==> src/rtl/lsh_ram.sv <==
// ----------------------------------------------------------------------------
// lsh_ram
// Generic single-write, single-read RAM with registered read data.
// ----------------------------------------------------------------------------
module lsh_ram #(
	parameter int WIDTH = 8,
	parameter int DEPTH = 16
) (
	input  logic                     clk,
	input  logic                     we,
	input  logic [$clog2(DEPTH)-1:0] waddr,
	input  logic [WIDTH-1:0]         wdata,
	input  logic                     re,
	input  logic [$clog2(DEPTH)-1:0] raddr,
	output logic [WIDTH-1:0]         rdata
);

	logic [WIDTH-1:0] mem [DEPTH];

	always_ff @(posedge clk) begin
		if (we) begin
			mem[waddr] <= wdata;
		end
		// hold read data until the next read
		if (re) begin
			rdata <= mem[raddr];
		end
	end

endmodule

==> config.mk <==
export PLATFORM = sky130hd
export DESIGN_NAME = lsh_ram
export DESIGN_NICKNAME = d
export VERILOG_FILES = /design/src/rtl/lsh_ram.sv
export SDC_FILE = /design/constraint.sdc
export NUM_CORES = 1
export LEC_CHECK = 0
export ABC_CLOCK_PERIOD_IN_PS = 5600
export BUFFER_PORTS_ARGS = -buffer_cell sky130_fd_sc_hd__clkbuf_2
export CELL_PAD_IN_SITES_DETAIL_PLACEMENT = 1
export CELL_PAD_IN_SITES_GLOBAL_PLACEMENT = 2
export CORE_AREA = 4 4 129 100
export CTS_CLUSTER_SIZE = 8
export DETAILED_ROUTE_END_ITERATION = 10
export DIE_AREA = 0 0 133 104
export MAX_ROUTING_LAYER = met4
export PLACE_DENSITY = 0.77
export SETUP_SLACK_MARGIN = 0.1
export SLEW_MARGIN = 20
export SYNTH_ARGS = -nofsm -noshare
export SYNTH_HDL_FRONTEND = slang
export SYNTH_SLANG_ARGS = --single-unit
==> constraint.sdc <==
create_clock -name clk -period 5.6 [get_ports clk]
set_input_delay 1.12 -clock clk [delete_from_list [all_inputs] [get_ports clk]]
set_output_delay 1.12 -clock clk [all_outputs]
set_load 0.05 [all_outputs]
Word level (Yosys, flattened, before mapping)
Memory sizes are Yosys's and may differ from the RTL's. A register that Yosys moved wholly into a read port is not among the register bits.
Cells that the tools add are included.
Storage, ports and cells
  logic and storage cells: 3
  output and inout port bits: 8
  bits in writable memories: 128
  register bits after elaboration: 0
  input port bits: 19
  memories: 1
Memory list
  mem: words 16, width 8, read ports 1, clocked after Yosys merged registers in 1, write ports 1, RTL line 18  | logic [WIDTH-1:0] mem [DEPTH];
Cells by class
  muxes and demuxes: 2
Operators by type and width (count)
  1-bit 2-to-1 mux: 2

Logic depth before layout (Yosys ltp)
Gate-level depths: netlist of run 1.
  depth after elaboration: 2
  mapped depth: 5
  depth with buffers taken out: 3

Least setup slack after synthesis of run 1
Ideal clock, no wire load.
  path kind: input to register
  start: input waddr[2]
  end: memory mem[0][0], enable pin
  cell stages on the path: 2
  path buffers: 0
  library setup time: 0.383 ns
  required time: 5.217 ns
  arrival: 2.230 ns
  setup slack: 2.987 ns
  cells stage by stage: or3b_2 -> nor3_1
RTL lines
  start, declared: RTL line 11  | input logic [$clog2(DEPTH)-1:0] waddr,
  end, declared: RTL line 18
No word-level cell before the write port.

==> flow_summary.json, run 1 <==
{
  "outcome": "complete, no violations",
  "finalClockSkew_ns": 0.00636,
  "clk_pin_slew_ns": 0.06,
  "numCtsBuffers": 17,
  "period_needed_ns": 2.74,
  "ctsHoldBuffers": 0,
  "remaining_drc_errors": 0,
  "min_from": "mem[11][3]",
  "worstHoldPathType": "reg2reg",
  "cp_max_fo": 20,
  "hold_end": "rdata[3]",
  "grt_pass1_vias": 2630,
  "seq_area_frac_synth": 0.781,
  "rsz0062_at_grt": "false",
  "yosysMostFrequentCell": "edfxtp_1",
  "die_area_sq_um": 13800,
  "viasPerCell": 5.38,
  "maxCapViolations": 0,
  "antenna_found_initial": 0,
  "p_comb_frac": 0.049,
  "dp_hpwl_mm": 6.53,
  "yosys-top-cells-area": "edfxtp_1 78%, mux4_2 7.8%, mux4_1 7.0%, a22oi_1 2.3%, nor2_1 0.93%",
  "preCtsSetupSlack_ns": 2.37,
  "synth-async-reset-ratio": 0,
  "nets": 287,
  "finalPower_uw": 2360,
  "die_h_microns": 104,
  "io_buffers": 26,
  "fin_tns_setup_ns": 0,
  "max_slew_margin": 0.269,
  "p_leak_uw": 0.00201,
  "slew_viol_final": 0,
  "syn_area_per_cell_sq_um": 22.8,
  "grt.overflow.total": 0,
  "p_clk_frac": 0.463,
  "diodes": 0,
  "num_rows": 34,
  "design_area_sq_um": 6080,
  "r2r_end": "rdata[5]",
  "fp.dieW_microns": 133,
  "synthFlopType": "edfxtp_1",
  "io_pins": 27,
  "setup_viol": 0,
  "htreeDepth": 4,
  "final_util": 0.527,
  "peakVddDrop_mv": 0.206,
  "core_sq_um": 11500,
  "postSynthCellCount": 229,
  "syn_nets": 248,
  "powerDensity_nw_per_um2": 389,
  "post_cts_resized": 0,
  "power.switching_uw": 486,
  "min_path_cells": 3,
  "synth_edf_count": 136,
  "clock_latency_ns": 0.42,
  "hold_viol": 0,
  "period_share": 0.490,
  "required_ns": 5.76,
  "switching_share": 0.206,
  "post_cts_buffers": 0,
  "rrSetupSlack_ns": 4.14,
  "synth_top_cell_by_area": "edfxtp_1",
  "initial_core_util": 0.453,
  "p_int_uw": 1880,
  "syn-cell-area_sq_um": 5230,
  "setup_ws_ns": 2.86,
  "grt_use_total": 0.169,
  "worstMarginPinSlew_ns": 1.09,
  "area_growth_pct": 16.2,
  "synthDistinctLibCells": 18,
  "route.vias.total": 2380,
  "startpoint_type": "input port",
  "dr.pass1.iters": 4,
  "nFillCells": 1007,
  "place_area_sq_um": 5510,
  "cts_root_buffer": "clkbuf_16",
  "arrival_ns": 2.91,
  "cts_sinks": 136,
  "grt_max_degree": 33,
  "pwr-share-seq": 0.489,
  "cts_tree": "yes",
  "synth_top_cell_area_share": 0.781,
  "drt_wl_total_mm": 10.5,
  "drtIter0Drc": 197,
  "crit_type": "in2reg",
  "grt_pass1_wl_mm": 16.2,
  "drive_gt1_frac": 0.271,
  "ant_nets": 0,
  "worstReg2RegStart": "mem[1][5]",
  "synthTopCellsByCount": "136 x edfxtp_1, 18 x mux4_2, 16 x a22oi_1, 14 x mux4_1, 13 x nor2_1",
  "routedWlPerCell_microns": 23.7,
  "clock.fmax_ghz": 0.364,
  "r2r.worst_path.cells": 3,
  "cts_buffer_depth": 2,
  "yosys_warnings": 0,
  "ys_ff_latch": 136,
  "critPathCaptureType": "register",
  "routabilityCongestion": 0.704
}
## cells by family after synthesis
family | share of synthesized area
flops | 0.781
compound gates | 0.0230
mux | 0.148
buf+inv | 0.0165
simple gates | 0.0314
## through the flow
stage / instances / hold WS, ns
after floorplan: 229 / 0.705
after global placement: 411 / 0.733
after detailed placement: 411 / 0.757
after CTS: 442 / 0.768
after global routing: 442 / 0.786
final: 442 / 0.763
## worst max-delay path: stages
cell	delay (ns)
clkbuf_2	0.37
buf_4	0.44
mux4_1	0.60
a22oi_1	0.27
nand2_1	0.08
## power groups by stage
stage,combinational [uW],sequential (uW),clock (uW)
2_1_floorplan,57.9,1190,0
3_3_place_gp,114,1170,0
3_5_place_dp,118,1180,0
4_1_cts,118,1150,1110
5_1_grt,127,1150,1160
6_report,115,1150,1090
## how the worst max path moves through the flow
stage	start	end	slack [ns]	depth (start not counted)
after global placement	raddr[0]	rdata[4]	2.39	5
after detailed placement	raddr[0]	rdata[0]	2.37	5
final	raddr[0]	rdata[4]	2.86	5
after global routing	raddr[0]	rdata[4]	2.65	5
after CTS	raddr[0]	rdata[0]	2.81	5
after floorplan	waddr[2]	mem[0][0]	2.99	2
## metal layers
metal  share of wire  up-vias  GRT usage
met3           0.035       15     0.0498
met1            0.47     1268      0.236
met4           0.015        0     0.0601
met2            0.48       41      0.240
li1                -     1056          -
met5               0        -          -
## cells in the final DEF, fill, tap and decap left out
| cell type | n |
|---|---|
| nand3b_1 | 2 |
| clkbuf_2 | 26 |
| nor2b_1 | 1 |
| clkinvlp_4 | 1 |
| nand3_1 | 1 |
| nor2_1 | 13 |
| nand2b_1 | 2 |
| mux4_1 | 14 |
| clkbuf_1 | 2 |
| or3b_2 | 1 |
| buf_4 | 4 |
| mux4_2 | 18 |
| and2_1 | 1 |
| clkinv_2 | 5 |
| and2b_1 | 1 |
| nor3_1 | 3 |
| nand2_1 | 9 |
| clkinv_1 | 3 |
| a22oi_1 | 16 |
| bufinv_16 | 3 |
| clkbuf_16 | 17 |
| edfxtp_1 | 136 |
| nor3_2 | 1 |
## state kept, by name, indices dropped and copies added (netlist names)
signal  cells
mem       128
rdata       8
## area by class of cell
| type | count | area [sq um] | area share |
|---|---|---|---|
| multi-input combinational | 83 | 1060 | 0.175 |
| timing repair buffer | 30 | 160 | 0.0264 |
| tap | 162 | 203 | 0.0334 |
| clock inverter | 12 | 134 | 0.0220 |
| clock buffer | 19 | 433 | 0.0713 |
| sequential | 136 | 4080 | 0.672 |
Note: power is estimated with default switching activity, not from simulation.
==> run 2: changes to the inputs <==
ABC_CLOCK_PERIOD_IN_PS = 2390   (was 5600)
CORE_AREA = 4 4 133 103   (was 4 4 129 100)
DIE_AREA = 0 0 137 107   (was 0 0 133 104)
PLACE_DENSITY = 0.76   (was 0.77)
clock period = 2.39 ns   (was 5.6 ns; I/O delays follow)
==> flow_summary.json, run 2 (same netlist as run 1, synthesis figures left out) <==
{
  "outcome": "complete, no violations",
  "max_slew_margin": 0.733,
  "nets": 304,
  "finalPower_uw": 5180,
  "min_from": "re",
  "period_share": 0.710,
  "clk_pin_slew_ns": 0.05,
  "largest_reg_flops": 128,
  "worstHoldPathType": "in2reg",
  "grt_use_total": 0.166,
  "cts_sinks": 136,
  "final_util": 0.502,
  "peakVddDrop_mv": 0.520,
  "viasPerCell": 5.35,
  "grt.overflow.total": 0,
  "routabilityCongestion": 0.703,
  "antenna_found_initial": 0,
  "cts_buffer_depth": 2,
  "fin_tns_setup_ns": 0,
  "drtIter0Drc": 239,
  "arrival_ns": 1.85,
  "endpoint": "rdata[0]",
  "grt_pass1_vias": 2639,
  "htreeDepth": 4,
  "core_sq_um": 12300,
  "clock.fmax_ghz": 0.589,
  "cts_tree": "yes",
  "drt_wl_total_mm": 10.8,
  "initial_core_util": 0.426,
  "cp_max_fo": 32,
  "ant_nets": 0,
  "clock_latency_ns": 0.41,
  "post_cts_buffers": 0,
  "grt_max_degree": 33,
  "crit_type": "in2reg",
  "powerDensity_nw_per_um2": 841,
  "setup_ws_ns": 0.692,
  "dp_hpwl_mm": 6.91,
  "rsz0062_at_grt": "false",
  "grt_pass1_wl_mm": 16.3,
  "startpoint_type": "input port",
  "critPathCaptureType": "register",
  "cp-startpoint": "raddr[0]",
  "preCtsSetupSlack_ns": 0.244,
  "die_h_microns": 107,
  "required_ns": 2.55,
  "dr.pass1.iters": 4,
  "routedWlPerCell_microns": 23.3,
  "diodes": 0,
  "numCtsBuffers": 17,
  "route.vias.total": 2474,
  "cts_root_buffer": "clkbuf_16",
  "rrSetupSlack_ns": 0.86,
  "drive_gt1_frac": 0.314,
  "slew_viol_final": 0,
  "hold_viol": 0,
  "post_cts_resized": 0,
  "p_leak_uw": 0.00208,
  "r2r.worst_path.cells": 3,
  "period_needed_ns": 1.70,
  "io_pins": 27,
  "area_growth_pct": 17.7,
  "ctsHoldBuffers": 0,
  "layout_common_cells": "136 x edfxtp_1, 26 x clkbuf_2, 19 x buf_4",
  "remaining_drc_errors": 0,
  "io_buffers": 26,
  "finalClockSkew_ns": 0.00883,
  "die_area_sq_um": 14700,
  "final_common_cell": "edfxtp_1",
  "maxCapViolations": 0,
  "reg_top3": "mem (128), rdata (8)",
  "top_register": "mem",
  "r2r_end": "rdata[0]",
  "fp.dieW_microns": 137,
  "setup_viol": 0,
  "num_rows": 35,
  "worstReg2RegStart": "mem[1][0]",
  "worstMarginPinSlew_ns": 0.401
}
## run 2: cell types whose count changed in the layout (fill, tap and decap cells not counted)
cell | previous run | this run
buf_4 | 4 | 19
bufinv_16 | 3 | 0
clkinv_2 | 5 | 8
buf_12 | 0 | 2
clkbuf_1 | 2 | 0
clkinvlp_4 | 1 | 2
nor3_1 | 3 | 4
nor3_2 | 1 | 0
## run 2: worst min-delay path by stage
stage,endpoint,cells after the start
2_1_floorplan,mem[0][0],0
3_3_place_gp,rdata[1],3
3_5_place_dp,rdata[5],3
4_1_cts,rdata[1],1
5_1_grt,rdata[3],1
6_report,rdata[1],1
## run 2: final cells by class
| type | instances | area [sq um] |
|---|---|---|
| Clock buffer | 17 | 425 |
| Clock inverter | 13 | 66.3 |
| Fill cell | 1136 | 6110 |
| Multi-Input combinational cell | 83 | 1060 |
| Sequential cell | 136 | 4080 |
| Tap cell | 166 | 208 |
| Timing Repair Buffer | 47 | 313 |
## run 2: power breakdown
group	total [uW]	switching, uW	leakage, uW	internal [uW]
clock	2180	903	0.000246	1280
sequential	2710	16.0	0.00124	2690
combinational	289	183	0.000598	107
## run 2: critical path: stages
cell,delay (ns)
clkbuf_2,0.10
buf_12,0.26
mux4_1,0.63
a22oi_1,0.30
nand2_1,0.08
## run 2: routing by layer
metal,global-route usage,wire length (microns),vias to the layer above
met4,0.0470,66,0
met2,0.235,5110,81
met3,0.0525,752,9
met1,0.232,4830,1291
met5,-,0,-
li1,-,-,1093
## run 2: stage by stage
step | hold WS, ns | instance area (sq um) | instances
floorplan | 0.577 | 5230 | 229
global placement | 0.738 | 5660 | 432
detailed placement | 0.746 | 5660 | 432
CTS | 0.466 | 6150 | 462
global route | 0.475 | 6150 | 462
finish | 0.475 | 6150 | 462
==> run 3: changes to the inputs <==
ABC_CLOCK_PERIOD_IN_PS = 1370   (was 2390)
clock period = 1.37 ns   (was 2.39 ns; I/O delays follow)
==> flow_summary.json, run 3 (same netlist as run 1, synthesis figures left out) <==
{
  "outcome": "finished with violations",
  "violations": "negative setup slack",
  "seq_area_sq_um": 4080,
  "period_share": 1.02,
  "min_from": "wdata[0]",
  "nFillCells": 1100,
  "antenna_found_initial": 0,
  "io_buffers": 26,
  "reg_top3": "mem (128), rdata (8)",
  "grt_max_degree": 20,
  "holdWs_ns": 0.286,
  "grt.overflow.total": 0,
  "critPathCaptureType": "register",
  "dr.pass1.iters": 4,
  "drt-met1-wl_mm": 4.77,
  "peakVddDrop_mv": 0.979,
  "setup_viol": 5,
  "nets": 310,
  "cp_max_fo": 1,
  "powerDensity_nw_per_um2": 1470,
  "finalClockSkew_ns": 0.00700,
  "die_h_microns": 107,
  "worstReg2RegStart": "mem[15][6]",
  "routedWlPerCell_microns": 23.2,
  "post_cts_buffers": 0,
  "r2r_end": "rdata[6]",
  "dp_hpwl_mm": 7.14,
  "core_sq_um": 12300,
  "io_pins": 27,
  "min_path_cells": 1,
  "clock_latency_ns": 0.42,
  "preCtsSetupSlack_ns": -0.484,
  "initial_core_util": 0.426,
  "clk_pin_slew_ns": 0.06,
  "crit_type": "reg2reg",
  "remaining_drc_errors": 0,
  "met3_length_microns": 639,
  "setup_ws_ns": -0.0232,
  "cts_tree": "yes",
  "clock.fmax_ghz": 0.718,
  "r2r.worst_path.cells": 3,
  "rsz0062_at_grt": "true",
  "slew_viol_final": 0,
  "area_growth_pct": 23.5,
  "maxCapViolations": 0,
  "viasPerCell": 5.27,
  "max_slew_margin": 0.426,
  "final_common_cell": "edfxtp_1",
  "layout_common_cells": "136 x edfxtp_1, 32 x mux4_2, 18 x clkbuf_2",
  "num_rows": 35,
  "startpoint_type": "register",
  "worstMarginPinSlew_ns": 0.858,
  "largest_reg_flops": 128,
  "cts_sinks": 136,
  "multi_input_area_sq_um": 1090,
  "ant_nets": 0,
  "hold_end": "mem[6][0]",
  "p_leak_uw": 0.00212,
  "grt_use_total": 0.170,
  "worstHoldPathType": "in2reg",
  "diodes": 0,
  "rrSetupSlack_ns": -0.02,
  "arrival_ns": 1.56,
  "route.vias.total": 2478,
  "hold_viol": 0,
  "required_ns": 1.54,
  "ctsHoldBuffers": 0,
  "drtIter0Drc": 221,
  "numCtsBuffers": 17,
  "grt_pass1_vias": 2748,
  "fp.dieW_microns": 137,
  "top_layer_used": "met4",
  "htreeDepth": 4,
  "top_register": "mem",
  "cts_root_buffer": "clkbuf_16",
  "routabilityCongestion": 0.732,
  "drive_gt1_frac": 0.418,
  "cts_buffer_depth": 2,
  "route.met2.wl_mm": 5.37,
  "grt_pass1_wl_mm": 16.8,
  "drt_wl_total_mm": 10.9,
  "die_area_sq_um": 14700,
  "period_needed_ns": 1.39
}
==> run 3: changes by cell type in the layout (fill, tap and decap cells not counted), moves of 4 or more <==
| cell | change |
|---|---|
| a22oi_2 | +6 |
| clkbuf_2 | -8 |
| buf_12 | +8 |
| nor3_1 | -4 |
| clkinv_2 | -5 |
| a22oi_1 | -6 |
| mux4_1 | -14 |
| mux4_2 | +14 |
| buf_8 | +8 |
==> run 3: timing repair <==
action / 4_1_cts / 5_1_grt
endpoints found under the setup margin: 16 / 16
gates resized for setup: 20 / 11
pin swaps: 1 / 3
==> run 3: worst max-delay path, stage by stage (launching register included) <==
cell and delay (ns):
edfxtp_1 0.37, mux4_2 0.51, a22oi_1 0.19, nand2_1 0.07
==> run 3: how the worst max path moves through the flow <==
stage / cells after the start / end / startpoint / slack [ns]
floorplan: 5 / rdata[1] / raddr[0] / -0.10
global placement: 5 / rdata[5] / raddr[0] / -0.44
detailed placement: 5 / rdata[5] / raddr[0] / -0.48
CTS: 3 / rdata[5] / mem[3][5] / -0.03
global route: 3 / rdata[6] / mem[15][6] / -0.08
finish: 3 / rdata[6] / mem[15][6] / -0.02
==> run 3: cell type report <==
cell class | count | area share
clock inverter | 13 | 0.0167
timing repair buffer | 53 | 0.0833
clock buffer | 19 | 0.0671
tap | 166 | 0.0322
sequential | 136 | 0.633
multi-input combinational | 83 | 0.168
==> run 3: metrics by stage <==
step | setup TNS, ns | total power, uW | utilization | cell area, sq um | instances
2_1_floorplan | -1.12 | 5130 | - | 5260 | 229
3_3_place_gp | -6.06 | 5340 | 0.474 | 5810 | 438
3_5_place_dp | -8.38 | 5370 | 0.474 | 5810 | 438
4_1_cts | -0.152 | 9570 | 0.524 | 6430 | 470
5_1_grt | -0.446 | 9840 | 0.527 | 6460 | 470
6_report | -0.0545 | 9490 | 0.527 | 6460 | 470
==> run 3: routing by layer <==
layer	track usage	vias up
li1	-	1087
met1	0.222	1307
met2	0.256	71
met3	0.0422	13
met4	0.0705	0
met5	-	-
==> run 3: power by group <==
| part | internal (uW) | leakage, uW | switching (uW) | total (uW) |
|---|---|---|---|---|
| logic | 267 | 0.000636 | 335 | 602 |
| clock network | 2470 | 0.000250 | 1690 | 4160 |
| registers | 4690 | 0.00124 | 37.6 | 4730 |
| total | 7430 | 0.00212 | 2060 | 9490 |
